## config.mk

```make
export PLATFORM = sky130hd
export DESIGN_NAME = iir_direct_form_filter_core
export DESIGN_NICKNAME = d
export VERILOG_FILES = /design/src/rtl/iirdf_pkg.sv /design/src/rtl/iirdf_regs.sv /design/src/rtl/iirdf_ctrl.sv /design/src/rtl/iirdf_datapath.sv /design/src/rtl/iir_direct_form_filter_core.sv
export VERILOG_INCLUDE_DIRS = /design/src /design/src/rtl
export SDC_FILE = /design/constraint.sdc
export NUM_CORES = 2
export LEC_CHECK = 0
export BUFFER_PORTS_ARGS = -buffer_cell sky130_fd_sc_hd__buf_2
export CORE_UTILIZATION = 45
export CTS_CLUSTER_DIAMETER = 40
export DETAILED_ROUTE_END_ITERATION = 10
export PLACE_DENSITY = 0.68
export REMOVE_ABC_BUFFERS = 1
export SLEW_MARGIN = 20
export SYNTH_ARGS = -nofsm -noshare
export SYNTH_HDL_FRONTEND = slang
export SYNTH_SLANG_ARGS = --single-unit
export TNS_END_PERCENT = 100
```

## constraint.sdc

```tcl
create_clock -name clock -period 30.6 [get_ports clock]
set_input_delay 6.12 -clock clock [delete_from_list [all_inputs] [get_ports clock]]
set_output_delay 6.12 -clock clock [all_outputs]
set_load 0.02 [all_outputs]
```

## src/rtl/iir_direct_form_filter_core_macros.svh

```systemverilog
// Assertion helpers shared by the filter core modules.
// Each macro takes a label, the clock, the reset and two expressions.
`ifndef IIR_DIRECT_FORM_FILTER_CORE_MACROS_SVH
`define IIR_DIRECT_FORM_FILTER_CORE_MACROS_SVH
`ifndef SYNTH
// The consequent must hold in the same cycle as the antecedent.
`define IIRDF_ASSERT_SAME(label, clk, rst, ante, cons) \
   label: assert property (@(posedge clk) disable iff (rst) (ante) |-> (cons)) \
      else $error("%m: same-cycle check failed");
// The consequent must hold in the cycle after the antecedent.
`define IIRDF_ASSERT_NEXT(label, clk, rst, ante, cons) \
   label: assert property (@(posedge clk) disable iff (rst) (ante) |=> (cons)) \
      else $error("%m: next-cycle check failed");
`else
`define IIRDF_ASSERT_SAME(label, clk, rst, ante, cons)
`define IIRDF_ASSERT_NEXT(label, clk, rst, ante, cons)
`endif
`endif

```

## src/rtl/iirdf_pkg.sv

```systemverilog
`timescale 1ns / 1ps
package iirdf_pkg;

   // Coefficient fields are signed Q4.12 words, four to a register, three in FB_HIGH.
   localparam int COEF_BITS   = 16;
   localparam int COEF_FIELDS = 8;
   localparam int FB_HIGH_W   = 48;

   // Configuration port geometry: four registers at 8-byte spacing; the first three are 64 bits, FB_HIGH is 48 bits.
   localparam int CSR_ADDR_W = 5;
   localparam int CSR_DATA_W = 64;

   typedef enum logic [1:0] {
      REG_FF_LOW  = 2'd0,
      REG_FF_HIGH = 2'd1,
      REG_FB_LOW  = 2'd2,
      REG_FB_HIGH = 2'd3
   } reg_index_type;

   typedef enum logic [1:0] {
      ST_IDLE,
      ST_MAC,
      ST_DRAIN,
      ST_WRITE
   } state_type;

   // Commands from the controller to the datapath.
   typedef struct packed {
      logic load;
      logic mac;
      logic writeback;
   } cmd_type;

   // Status from the datapath to the controller.
   typedef struct packed {
      logic out_free;
   } status_type;

endpackage

```

## src/rtl/iirdf_regs.sv

```systemverilog
`timescale 1ns / 1ps
module iirdf_regs (
   input  logic                                clock,
   input  logic                                reset,
   input  logic                                csr_psel,
   input  logic                                csr_penable,
   input  logic                                csr_pwrite,
   input  logic [iirdf_pkg::CSR_ADDR_W-1:0]    csr_paddr,
   input  logic [iirdf_pkg::CSR_DATA_W-1:0]    csr_pwdata,
   output logic [iirdf_pkg::CSR_DATA_W-1:0]    csr_prdata,
   output logic                                csr_pready,
   output logic [iirdf_pkg::CSR_DATA_W-1:0]    ff_low,
   output logic [iirdf_pkg::CSR_DATA_W-1:0]    ff_high,
   output logic [iirdf_pkg::CSR_DATA_W-1:0]    fb_low,
   output logic [iirdf_pkg::FB_HIGH_W-1:0]     fb_high
);

   logic [iirdf_pkg::CSR_DATA_W-1:0] ff_low_ff;
   logic [iirdf_pkg::CSR_DATA_W-1:0] ff_high_ff;
   logic [iirdf_pkg::CSR_DATA_W-1:0] fb_low_ff;
   logic [iirdf_pkg::FB_HIGH_W-1:0]  fb_high_ff;
   logic                             wr_en;
   iirdf_pkg::reg_index_type         reg_sel;

   // The port never waits.
   assign csr_pready = 1'b1;
   assign wr_en      = csr_psel && csr_penable && csr_pwrite && csr_pready;
   assign reg_sel    = iirdf_pkg::reg_index_type'(csr_paddr[4:3]);

   // Register writes.
   always_ff @(posedge clock) begin
      if (reset) begin
         ff_low_ff  <= '0;
         ff_high_ff <= '0;
         fb_low_ff  <= '0;
         fb_high_ff <= '0;
      end else if (wr_en) begin
         unique case (reg_sel)
            iirdf_pkg::REG_FF_LOW:  ff_low_ff  <= csr_pwdata;
            iirdf_pkg::REG_FF_HIGH: ff_high_ff <= csr_pwdata;
            iirdf_pkg::REG_FB_LOW:  fb_low_ff  <= csr_pwdata;
            iirdf_pkg::REG_FB_HIGH: fb_high_ff <= csr_pwdata[iirdf_pkg::FB_HIGH_W-1:0];
            default: ;
         endcase
      end
   end

   // Read-back mux.
   always_comb begin
      unique case (reg_sel)
         iirdf_pkg::REG_FF_LOW:  csr_prdata = ff_low_ff;
         iirdf_pkg::REG_FF_HIGH: csr_prdata = ff_high_ff;
         iirdf_pkg::REG_FB_LOW:  csr_prdata = fb_low_ff;
         iirdf_pkg::REG_FB_HIGH: csr_prdata = iirdf_pkg::CSR_DATA_W'(fb_high_ff);
         default:                csr_prdata = '0;
      endcase
   end

   assign ff_low  = ff_low_ff;
   assign ff_high = ff_high_ff;
   assign fb_low  = fb_low_ff;
   assign fb_high = fb_high_ff;

endmodule

```

## src/rtl/iirdf_ctrl.sv

```systemverilog
`timescale 1ns / 1ps
`include "iir_direct_form_filter_core_macros.svh"
module iirdf_ctrl #(
   parameter int MAX_TAPS = 8
) (
   input  logic                                   clock,
   input  logic                                   reset,
   input  logic                                   req_tvalid,
   output logic                                   req_tready,
   input  iirdf_pkg::status_type                  status,
   output iirdf_pkg::cmd_type                     cmd,
   output logic [$clog2(2*MAX_TAPS-1)-1:0]        step
);

   localparam int STEP_W = $clog2(2*MAX_TAPS-1);
   localparam logic [STEP_W-1:0] LAST_STEP = STEP_W'(2*MAX_TAPS-2);

   iirdf_pkg::state_type state_ff, state_in;
   logic [STEP_W-1:0]    step_ff, step_in;

   // Next state.
   always_comb begin
      state_in = state_ff;
      unique case (state_ff)
         iirdf_pkg::ST_IDLE: begin
            if (req_tvalid) state_in = iirdf_pkg::ST_MAC;
         end
         iirdf_pkg::ST_MAC: begin
            if (step_ff == LAST_STEP) state_in = iirdf_pkg::ST_DRAIN;
         end
         iirdf_pkg::ST_DRAIN: begin
            state_in = iirdf_pkg::ST_WRITE;
         end
         iirdf_pkg::ST_WRITE: begin
            if (status.out_free) state_in = iirdf_pkg::ST_IDLE;
         end
         default: state_in = iirdf_pkg::ST_IDLE;
      endcase
   end

   // Outputs: commands to the datapath and the input handshake.
   always_comb begin
      cmd        = '0;
      req_tready = 1'b0;
      unique case (state_ff)
         iirdf_pkg::ST_IDLE: begin
            req_tready = 1'b1;
            cmd.load   = req_tvalid;
         end
         iirdf_pkg::ST_MAC: begin
            cmd.mac = 1'b1;
         end
         iirdf_pkg::ST_DRAIN: ;
         iirdf_pkg::ST_WRITE: begin
            cmd.writeback = status.out_free;
         end
         default: ;
      endcase
   end

   // Product step counter, one step per cycle in the MAC state.
   assign step_in = (state_ff == iirdf_pkg::ST_MAC) ? step_ff + 1'b1 : '0;

   always_ff @(posedge clock) begin
      if (reset) begin
         state_ff <= iirdf_pkg::ST_IDLE;
         step_ff  <= '0;
      end else begin
         state_ff <= state_in;
         step_ff  <= step_in;
      end
   end

   assign step = step_ff;

   `IIRDF_ASSERT_SAME(a_wb_needs_room, clock, reset, cmd.writeback, status.out_free)
   `IIRDF_ASSERT_SAME(a_step_bound, clock, reset, state_ff == iirdf_pkg::ST_MAC, step_ff <= LAST_STEP)
   `IIRDF_ASSERT_NEXT(a_load_starts, clock, reset, cmd.load, state_ff == iirdf_pkg::ST_MAC && step_ff == '0)

endmodule

```

## src/rtl/iirdf_datapath.sv

```systemverilog
`timescale 1ns / 1ps
`include "iir_direct_form_filter_core_macros.svh"
module iirdf_datapath #(
   parameter int MAX_TAPS       = 8,
   parameter int SAMPLE_BITS    = 16,
   parameter int COEF_FRAC_BITS = 12
) (
   input  logic                                clock,
   input  logic                                reset,
   input  iirdf_pkg::cmd_type                  cmd,
   input  logic [$clog2(2*MAX_TAPS-1)-1:0]     step,
   output iirdf_pkg::status_type               status,
   input  logic signed [SAMPLE_BITS-1:0]       sample_in,
   input  logic [iirdf_pkg::CSR_DATA_W-1:0]    ff_low,
   input  logic [iirdf_pkg::CSR_DATA_W-1:0]    ff_high,
   input  logic [iirdf_pkg::CSR_DATA_W-1:0]    fb_low,
   input  logic [iirdf_pkg::FB_HIGH_W-1:0]     fb_high,
   output logic                                rsp_valid,
   input  logic                                rsp_ready,
   output logic signed [SAMPLE_BITS-1:0]       filtered_out,
   output logic                                clipped
);

   localparam int CB         = iirdf_pkg::COEF_BITS;
   localparam int STEP_W     = $clog2(2*MAX_TAPS-1);
   localparam int TAP_W      = $clog2(MAX_TAPS);
   localparam int IDX_W      = TAP_W + 1;
   localparam int HIST_DEPTH = MAX_TAPS - 1;
   localparam int SLOT_W     = (HIST_DEPTH > 1) ? $clog2(HIST_DEPTH) : 1;
   localparam int PROD_W     = SAMPLE_BITS + CB;
   localparam int ACC_W      = SAMPLE_BITS + CB + COEF_FRAC_BITS + $clog2(2*MAX_TAPS);
   localparam int Y_W        = ACC_W - COEF_FRAC_BITS;
   localparam logic signed [Y_W-1:0]   Y_MAX = Y_W'((64'sd1 <<< (SAMPLE_BITS-1)) - 64'sd1);
   localparam logic signed [Y_W-1:0]   Y_MIN = -Y_MAX - Y_W'(1);
   localparam logic signed [ACC_W-1:0] ROUND_HALF = ACC_W'(64'sd1 <<< (COEF_FRAC_BITS-1));

   // History storage and working registers.
   logic signed [SAMPLE_BITS-1:0] in_hist_ff  [HIST_DEPTH];
   logic signed [SAMPLE_BITS-1:0] out_hist_ff [HIST_DEPTH];
   logic [SLOT_W-1:0]             newest_ff, newest_in;
   logic signed [SAMPLE_BITS-1:0] x_ff;
   logic signed [PROD_W-1:0]      prod_ff, prod_in;
   logic                          sub_ff;
   logic                          mul_valid_ff;
   logic signed [ACC_W-1:0]       acc_ff, acc_in;
   logic                          rsp_valid_ff, rsp_valid_in;
   logic signed [SAMPLE_BITS-1:0] rsp_data_ff;
   logic                          rsp_clip_ff;

   logic signed [CB-1:0]          b_coef [iirdf_pkg::COEF_FIELDS];
   logic signed [CB-1:0]          a_coef [iirdf_pkg::COEF_FIELDS];
   logic [STEP_W:0]               k_wide;
   logic [TAP_W-1:0]              k;
   logic [TAP_W-1:0]              k_eff;
   logic [TAP_W+2:0]              k_ext;
   logic [2:0]                    k_field;
   logic                          k_in_range;
   logic [IDX_W-1:0]              slot_raw;
   logic [IDX_W-1:0]              slot_wrap;
   logic [SLOT_W-1:0]             rd_slot;
   logic                          is_feedback;
   logic signed [SAMPLE_BITS-1:0] op_sample;
   logic signed [CB-1:0]          op_coef;
   logic signed [ACC_W-1:0]       rounded;
   logic signed [Y_W-1:0]         y_full;
   logic signed [SAMPLE_BITS-1:0] y_sat;
   logic                          y_clip;

   // Unpack the coefficient registers; the feedback list starts at a1.
   always_comb begin
      for (int i = 0; i < iirdf_pkg::COEF_FIELDS; i++) begin
         if (i < 4) b_coef[i] = ff_low[16*i +: 16];
         else       b_coef[i] = ff_high[16*(i-4) +: 16];
      end
      a_coef[0] = '0;
      for (int i = 1; i < iirdf_pkg::COEF_FIELDS; i++) begin
         if (i < 5) a_coef[i] = fb_low[16*(i-1) +: 16];
         else       a_coef[i] = fb_high[16*(i-5) +: 16];
      end
   end

   // Step 0 is b0*x; odd steps are b_k*x[n-k], even steps a_k*y[n-k].
   assign k_wide      = ({1'b0, step} + 1'b1) >> 1;
   assign k           = k_wide[TAP_W-1:0];
   assign is_feedback = (step != '0) && !step[0];
   assign k_ext       = {3'b000, k};
   assign k_field     = k_ext[2:0];
   assign k_in_range  = (k_ext[TAP_W+2:3] == '0);

   // Tap k reads the history slot k-1 places behind the newest entry.
   assign k_eff     = (k == '0) ? TAP_W'(1) : k;
   assign slot_raw  = IDX_W'(newest_ff) + IDX_W'(HIST_DEPTH) + IDX_W'(1) - IDX_W'(k_eff);
   assign slot_wrap = (slot_raw >= IDX_W'(HIST_DEPTH)) ? slot_raw - IDX_W'(HIST_DEPTH)
                                                       : slot_raw;
   assign rd_slot   = SLOT_W'(slot_wrap);

   // Operand selection for the shared multiplier.
   always_comb begin
      if (step == '0)       op_sample = x_ff;
      else if (is_feedback) op_sample = out_hist_ff[rd_slot];
      else                  op_sample = in_hist_ff[rd_slot];

      if (!k_in_range)      op_coef = '0;
      else if (is_feedback) op_coef = a_coef[k_field];
      else                  op_coef = b_coef[k_field];
   end

   assign prod_in = PROD_W'(op_sample) * PROD_W'(op_coef);

   // Accumulate the registered product in the cycle after it is formed; a load clears the sum.
   always_comb begin
      acc_in = acc_ff;
      if (cmd.load) begin
         acc_in = '0;
      end else if (mul_valid_ff) begin
         if (sub_ff) acc_in = acc_ff - ACC_W'(prod_ff);
         else        acc_in = acc_ff + ACC_W'(prod_ff);
      end
   end

   // Round half up, drop the fraction bits, then saturate.
   assign rounded = acc_ff + ROUND_HALF;
   assign y_full  = Y_W'(rounded >>> COEF_FRAC_BITS);

   always_comb begin
      y_clip = 1'b0;
      y_sat  = y_full[SAMPLE_BITS-1:0];
      if (y_full > Y_MAX) begin
         y_sat  = Y_MAX[SAMPLE_BITS-1:0];
         y_clip = 1'b1;
      end else if (y_full < Y_MIN) begin
         y_sat  = Y_MIN[SAMPLE_BITS-1:0];
         y_clip = 1'b1;
      end
   end

   assign newest_in = (newest_ff == SLOT_W'(HIST_DEPTH-1)) ? '0 : newest_ff + 1'b1;

   // Output register: filled on writeback, emptied when the item is taken.
   always_comb begin
      rsp_valid_in = rsp_valid_ff;
      if (cmd.writeback)  rsp_valid_in = 1'b1;
      else if (rsp_ready) rsp_valid_in = 1'b0;
   end

   assign status.out_free = !rsp_valid_ff || rsp_ready;

   // Control and history registers.
   always_ff @(posedge clock) begin
      if (reset) begin
         newest_ff    <= '0;
         mul_valid_ff <= 1'b0;
         rsp_valid_ff <= 1'b0;
         acc_ff       <= '0;
         for (int i = 0; i < HIST_DEPTH; i++) begin
            in_hist_ff[i]  <= '0;
            out_hist_ff[i] <= '0;
         end
      end else begin
         mul_valid_ff <= cmd.mac;
         rsp_valid_ff <= rsp_valid_in;
         acc_ff       <= acc_in;
         if (cmd.writeback) begin
            newest_ff              <= newest_in;
            in_hist_ff[newest_in]  <= x_ff;
            out_hist_ff[newest_in] <= y_sat;
         end
      end
   end

   // Payload registers.
   always_ff @(posedge clock) begin
      if (cmd.load) x_ff <= sample_in;
      if (cmd.mac) begin
         prod_ff <= prod_in;
         sub_ff  <= is_feedback;
      end
      if (cmd.writeback) begin
         rsp_data_ff <= y_sat;
         rsp_clip_ff <= y_clip;
      end
   end

   assign rsp_valid    = rsp_valid_ff;
   assign filtered_out = rsp_data_ff;
   assign clipped      = rsp_clip_ff;

   `IIRDF_ASSERT_SAME(a_newest_bound, clock, reset, 1'b1, newest_ff <= SLOT_W'(HIST_DEPTH-1))
   `IIRDF_ASSERT_NEXT(a_wb_fills_out, clock, reset, cmd.writeback, rsp_valid_ff)
   `IIRDF_ASSERT_NEXT(a_load_clears, clock, reset, cmd.load, acc_ff == '0 && !mul_valid_ff)

endmodule

```

## src/rtl/iir_direct_form_filter_core.sv

```systemverilog
`timescale 1ns / 1ps
// Channel   Direction  Accepted when               Carries
// req_      in         req_tvalid & req_tready     tdata: sample_in
// rsp_      out        rsp_tvalid & rsp_tready     tdata: filtered_out, tuser: clipped
// csr_      in         psel & penable & pwrite     four coefficient registers at 8*i
//
// For each accepted item, one shared multiplier forms 2*MAX_TAPS-1 products,
// one per cycle, followed by a last accumulate and the round/saturate write
// that puts the result in the output register.
// A new item is taken once the previous one is written to the output register,
// even while that result still waits; a stalled output holds the next write.
// Synchronous active-high reset clears the coefficients and both histories.
module iir_direct_form_filter_core #(
   parameter int MAX_TAPS       = 8,
   parameter int SAMPLE_BITS    = 16,
   parameter int COEF_FRAC_BITS = 12
) (
   input  logic                                   clock,
   input  logic                                   reset,
   // sample_in in the low bits, zero padded to whole bytes
   input  logic [((SAMPLE_BITS+7)/8)*8-1:0]       req_tdata,
   input  logic                                   req_tvalid,
   output logic                                   req_tready,
   // filtered_out in the low bits, zero padded to whole bytes
   output logic [((SAMPLE_BITS+7)/8)*8-1:0]       rsp_tdata,
   // clipped
   output logic                                   rsp_tuser,
   output logic                                   rsp_tvalid,
   input  logic                                   rsp_tready,
   input  logic                                   csr_psel,
   input  logic                                   csr_penable,
   input  logic                                   csr_pwrite,
   input  logic [iirdf_pkg::CSR_ADDR_W-1:0]       csr_paddr,
   input  logic [iirdf_pkg::CSR_DATA_W-1:0]       csr_pwdata,
   output logic [iirdf_pkg::CSR_DATA_W-1:0]       csr_prdata,
   output logic                                   csr_pready
);

   localparam int TDATA_W = ((SAMPLE_BITS+7)/8)*8;
   localparam int STEP_W  = $clog2(2*MAX_TAPS-1);

   logic [iirdf_pkg::CSR_DATA_W-1:0] ff_low;
   logic [iirdf_pkg::CSR_DATA_W-1:0] ff_high;
   logic [iirdf_pkg::CSR_DATA_W-1:0] fb_low;
   logic [iirdf_pkg::FB_HIGH_W-1:0]  fb_high;
   iirdf_pkg::cmd_type               cmd;
   iirdf_pkg::status_type            status;
   logic [STEP_W-1:0]                step;
   logic signed [SAMPLE_BITS-1:0]    filtered_out;

   iirdf_regs u_regs (
      .clock       (clock),
      .reset       (reset),
      .csr_psel    (csr_psel),
      .csr_penable (csr_penable),
      .csr_pwrite  (csr_pwrite),
      .csr_paddr   (csr_paddr),
      .csr_pwdata  (csr_pwdata),
      .csr_prdata  (csr_prdata),
      .csr_pready  (csr_pready),
      .ff_low      (ff_low),
      .ff_high     (ff_high),
      .fb_low      (fb_low),
      .fb_high     (fb_high)
   );

   iirdf_ctrl #(
      .MAX_TAPS (MAX_TAPS)
   ) u_ctrl (
      .clock      (clock),
      .reset      (reset),
      .req_tvalid (req_tvalid),
      .req_tready (req_tready),
      .status     (status),
      .cmd        (cmd),
      .step       (step)
   );

   iirdf_datapath #(
      .MAX_TAPS       (MAX_TAPS),
      .SAMPLE_BITS    (SAMPLE_BITS),
      .COEF_FRAC_BITS (COEF_FRAC_BITS)
   ) u_datapath (
      .clock        (clock),
      .reset        (reset),
      .cmd          (cmd),
      .step         (step),
      .status       (status),
      .sample_in    (req_tdata[SAMPLE_BITS-1:0]),
      .ff_low       (ff_low),
      .ff_high      (ff_high),
      .fb_low       (fb_low),
      .fb_high      (fb_high),
      .rsp_valid    (rsp_tvalid),
      .rsp_ready    (rsp_tready),
      .filtered_out (filtered_out),
      .clipped      (rsp_tuser)
   );

   assign rsp_tdata = TDATA_W'({1'b0, filtered_out});

endmodule
```

### Word-level counts from Yosys, hierarchy flattened

Memory sizes are Yosys's and may differ from the RTL's.
Index checks and enable logic that the tools add are counted.

| word-level totals | value |
|---|---|
| input bits | 92 |
| RAM bits | 224 |
| memories kept | 2 |
| word-level logic and storage cells | 104 |
| bits in registers | 365 |

Memory list:

| memory | words | width | rd ports | clocked after memory_dff | wr ports | line | text |
|---|---|---|---|---|---|---|---|
| u_datapath.in_hist_ff | 7 | 16 | 1 | 0 | 7 | iirdf_datapath.sv:38 | `logic signed [SAMPLE_BITS-1:0] in_hist_ff [HIST_DEPTH];` |
| u_datapath.out_hist_ff | 7 | 16 | 1 | 0 | 7 | iirdf_datapath.sv:39 | `logic signed [SAMPLE_BITS-1:0] out_hist_ff [HIST_DEPTH];` |

| cells by class | value |
|---|---|
| $add $sub $neg | 10 |
| bitwise logic cells | 2 |
| multiply operators | 1 |
| magnitude comparators | 4 |
| mux-type cells | 38 |
| reductions and logical operators | 21 |
| equal/unequal tests | 11 |

Operators by type and width:

| cell | number |
|---|---|
| 64-bit one-hot mux with 4 select lines | 1 |
| 16-bit two-way mux | 11 |
| 16-bit binary-select mux with 3-bit select | 2 |
| 48-bit by 13-bit adder with 48-bit output (second input constant) | 1 |
| 48-bit by 32-bit adder with 48-bit output | 1 |
| 48-bit two-way mux | 1 |
| 48-bit by 32-bit subtractor with 48-bit output | 1 |
| 36-bit by 16-bit greater-than comparator with 1-bit output (second input constant) | 1 |
| 36-bit by 16-bit < comparator with 1-bit output (second input constant) | 1 |
| 16-bit by 16-bit multiplier with 32-bit output | 1 |
| 16-bit OR reduction | 2 |
| 3-bit two-way mux | 5 |
| 1-bit two-way mux | 14 |
| 4-bit by 1-bit adder with 4-bit output (second input constant) | 3 |
| 2-bit == test (second input constant) | 4 |
| 2-bit one-hot mux with 4 select lines | 1 |
| 2-bit AND reduction | 4 |
| 2-bit two-way mux | 3 |
| 3-bit by 3-bit adder with 4-bit output (second input constant) | 1 |
| 2-bit by 1-bit == test with 1-bit output (second input constant) | 2 |
| 4-bit == test (second input constant) | 1 |
| 4-bit by 3-bit >= comparator with 1-bit output (second input constant) | 1 |
| 4-bit >= comparator (second input constant) | 1 |
| 2-bit zero test | 2 |
| other kinds (17) | 22 |

### Depth between registers and ports, before layout

An unclocked memory read counts as a cell.

| logic depth | value |
|---|---|
| depth after elaboration | 10 |
| mapped depth | 47 |

### Hierarchy

Synthesis repeated with hierarchy kept, for this count alone.

| unflattened totals | value |
|---|---|
| cells, all modules | 4,338 |
| area, all modules | 43,007.5 um2 |

Modules (own cells, without submodules):

| module | seq. area each (um2) | cells each | area each (um2) | instances |
|---|---|---|---|---|
| iirdf_datapath | 10,410.0 | 3,336 | 31,667.9 | 1 |
| iirdf_regs | 4,804.6 | 968 | 11,008.1 | 1 |
| iirdf_ctrl | 120.1 | 34 | 331.6 | 1 |

### Least setup slack after synthesis

Ideal clock, no wire load.

| timing | value |
|---|---|
| kind | input to output |
| start | input port csr_paddr[3] (netlist name) |
| end | output port csr_prdata[10] (netlist name) |
| slack | 16.542 ns |
| stages on the path | 4 |
| required time | 24.480 ns |
| arrival time | 7.938 ns |
| cell sequence | clkbuf_1 -> buf_1 -> buf_1 -> mux4_2 |

| on the way | value |
|---|---|
| word-level cells in the longest chain between the ends | 2 |

Ends and longest elaborated chain:

| element | line | text |
|---|---|---|
| start: declaration | iir_direct_form_filter_core.sv:33 | `input logic [iirdf_pkg::CSR_ADDR_W-1:0] csr_paddr,` |
| 2-bit == test (tied with other cells) | iirdf_regs.sv:50 | `unique case (reg_sel)` |
| 64-bit one-hot mux with 4 select lines (*) | iirdf_regs.sv:50 |  |
| end: declaration | iir_direct_form_filter_core.sv:35 | `output logic [iirdf_pkg::CSR_DATA_W-1:0] csr_prdata,` |

Every way passes the cells marked *; elsewhere a longest branch is shown, timed or not.

### Worst setup path after layout

| timing | value |
|---|---|
| start | input port csr_paddr[3] (netlist name) |
| end | output port csr_prdata[17] (netlist name) |

The elaborated chain is that of the path after synthesis.

==> flow_summary.toml <==
[timing]
finalClockSkew_ns = 0.0225
final_hold_viol_count = 0
fmax_mhz = 69.4
grt_setup_unrepaired = "no"
setup-violations-final = 0
setup_tns_ns = 0
fin_crit_ns = 14.42
finalCritPeriodShare_pct = 47.1
tightest_slew_ns = 1.14
slew_viol_final = 0
maxSlewHeadroom_pct = 23.9
whs_ns = 0.450

[cts]
cts_tree = "yes"
clk_pin_slew_ns = 0.05
h-tree-depth = 3
post_cts_buffers = 0
ctsResizeCount = 0
root_buffer = "clkbuf_16"
cts_buffers = 91
hold_buffers = 0
clkLatencyLatePin_ns = 0.66
cts_buffer_depth = 3
cts_sinks = 621

[pwr]
pwr-share-seq_pct = 30.4
p_sw_mw = 1.29
comb_power_share_pct = 38.3
ir_drop_mv = 0.0514
total_power_mw = 3.34
p_int_mw = 2.05
power_density_nw_per_um2 = 72.7
sw_frac_of_total_pct = 38.6
clockPowerShare_pct = 31.3
p_leak_nw = 18.7

[critical_path]
r2r-end = "u_datapath.prod_ff[31]$_DFFE_PP_"
ff2ff_setup_slack_ns = 17.62
path_cells = "buf_4 -> buf_4 -> mux4_2 -> buf_2"
start_kind = "primary input"
end_kind = "output port"
cpMostUsedCell = "buf_4"
crit_required_ns = 24.48
cp_slowest_cell = "buf_4"
crit_type = "primary input to output port"
critPathArrivalTime_ns = 8.30
reg2reg_depth = 39
critical_path.startpoint = "csr_paddr[3]"
critPathMaxStageDelay_ns = 0.83
worst-path-max-fanout = 46
r2r-start = "u_ctrl.step[0]$_SDFF_PP0_"

[floorplan]
rows = 110
die_area_um2 = 91900
die_x_um = 303
coreArea_um2 = 89900
die_h_um = 303
io-pin-count = 176
start_util_pct = 45.4

[grt]
grt_pass1_wl_um = 174000
antenna_found_initial = 12
grt_overflow = 0
groute.usage.overall_pct = 24.4
grt_max_degree = 175
grt_pass1_vias = 31500

[drt]
finalWirelength_um = 110000
wire_per_inst_um = 19.9
dr.pass1.iters = 6
drcViolationCount = 0
via_count = 30800
drtIter0Drc = 2500
postRouteAntennaNets = 0
vias_per_cell = 5.57

[hold_path]
hp-start = "u_datapath.out_hist_ff[6][1]$_SDFFE_PP0P_"
worstHoldEndpoint = "u_datapath.out_hist_ff[6][1]$_SDFFE_PP0P_"
hold_class = "flop to flop"
holdPathStages = 2

[synth]
syn_avg_cell_area_um2 = 9.87
synth-async-reset-ratio_pct = 0
synth-main-ff-cell = "dfxtp_1"
ys_types = 84
synth-seq-area-share_pct = 37.6
ys_ff_latch = 621
synth_edf_count = 290
syn-cell-area_um2 = 40800
syn_inst = 4134
yosys_warnings = 0

[cells_and_area]
layout.nets = 4766
drive_gt1_share_pct = 14.8
final_cell_mix = "nand2_1, nor2_1, inv_1, a21oi_1, dfxtp_1"
final_util_pct = 51.2
area_growth_pct = 12.8
layout_commonest_cell = "nand2_1"
fin_area_um2 = 46000

[run_status]
status = "completed"

[placed_design]
dp_hpwl_um = 73300
place_area_um2 = 42900
gp_congestion = 0.873
portBuffers = 171

[flow_run]
cap_violations = 0
## cells in the mapped netlist, drive strengths merged (13+ instances only)
| master | count | share of area [%] |
|---|---|---|
| and2 | 33 | 0.51 |
| xnor2 | 91 | 2.0 |
| nand3 | 52 | 0.67 |
| nand2 | 747 | 6.9 |
| ha | 142 | 4.4 |
| clkbuf | 161 | 1.5 |
| nor2b | 19 | 0.29 |
| nor2 | 423 | 4.0 |
| xor2 | 38 | 0.82 |
| a22oi | 15 | 0.28 |
| nand4 | 13 | 0.20 |
| or2 | 15 | 0.23 |
| inv | 416 | 3.8 |
| mux2i | 94 | 2.3 |
| nand3b | 14 | 0.26 |
| mux4 | 169 | 9.3 |
| mux2 | 16 | 0.44 |
| fa | 264 | 13 |
| buf | 53 | 0.73 |
| nand2b | 33 | 0.51 |
| and3 | 15 | 0.23 |
| edfxtp | 290 | 21 |
| a21oi | 364 | 4.7 |
| a21o | 47 | 0.87 |
| o21bai | 21 | 0.39 |
| o21ai | 108 | 1.3 |
| nor3 | 30 | 0.38 |
| dfxtp | 331 | 16 |
## per-stage QoR
step,instances,setup WS [ns]
floorplan,3951,15.94
global placement,5351,16.17
detailed placement,5351,16.15
CTS,5522,16.14
global route,5527,16.04
finish,5529,16.18
## how the worst max path moves through the flow
stage	endpoint	slack [ns]	depth (start not counted)
after global placement	csr_prdata[17]	16.17	4
after floorplan	u_datapath.prod_ff[31]$_DFFE_PP_	15.94	32
final	csr_prdata[17]	16.18	4
after global routing	csr_prdata[49]	16.04	5
after detailed placement	csr_prdata[17]	16.15	4
after CTS	csr_prdata[17]	16.14	4
## power by group through the flow
stage               Sequential, mW  Combinational [mW]  Clock [mW]
finish                        1.02                1.28        1.05
global route                  1.02                1.39        1.10
CTS                           1.02                1.28        1.06
detailed placement            1.03                1.27           0
global placement              1.03                1.25           0
floorplan                     1.02               0.894           0
## critical path: cells and delay by family
family                 cells  cell delay [ns]
muxes                      1             0.66
buffers and inverters      3             1.46
## registers in the layout, indices dropped and copies added (netlist names), 2 cells and up
name	count
u_ctrl.state_ff	2
u_ctrl.step	4
u_datapath.acc_ff	48
u_datapath.filtered_out	16
u_datapath.in_hist_ff	128
u_datapath.newest_ff	3
u_datapath.out_hist_ff	128
u_datapath.prod_ff	32
u_datapath.x_ff	16
u_regs.fb_high	48
u_regs.fb_low	64
u_regs.ff_high	64
u_regs.ff_low	64
## cells by family (layout without fill, tap and decap cells)
logic type / Yosys count / after routing / synth area share [%]
AND/OR/NAND/NOR: 1429 / 1429 / 14.8
adder cells (fa/ha/maj): 406 / 406 / 17.3
other: 2 / 40 / 0.0184
flip-flops: 621 / 621 / 37.6
buffers and inverters: 632 / 813 / 6.05
AO/OA/AOI/OAI: 636 / 636 / 9.26
XOR/XNOR: 129 / 129 / 2.82
multiplexers: 279 / 279 / 12.1
## per-layer routing
metal,track usage (%),vias to the layer above,wire length (um)
met5,0,-,58
met4,9.95,10,4120
met3,4.99,257,9060
met2,40.2,1244,52400
met1,31.4,15100,44500
li1,-,14200,-
## cell type report
type	count	area, um2
Multi-Input combinational cell	2912	23300
Inverter	418	1570
Antenna cell	7	17.5
Tap cell	1176	1470
Clock buffer	113	2500
Timing Repair Buffer	224	1280
Fill cell	8075	43900
Sequential cell	621	15300
Clock inverter	58	574
Power figures use the tool's default switching activity.
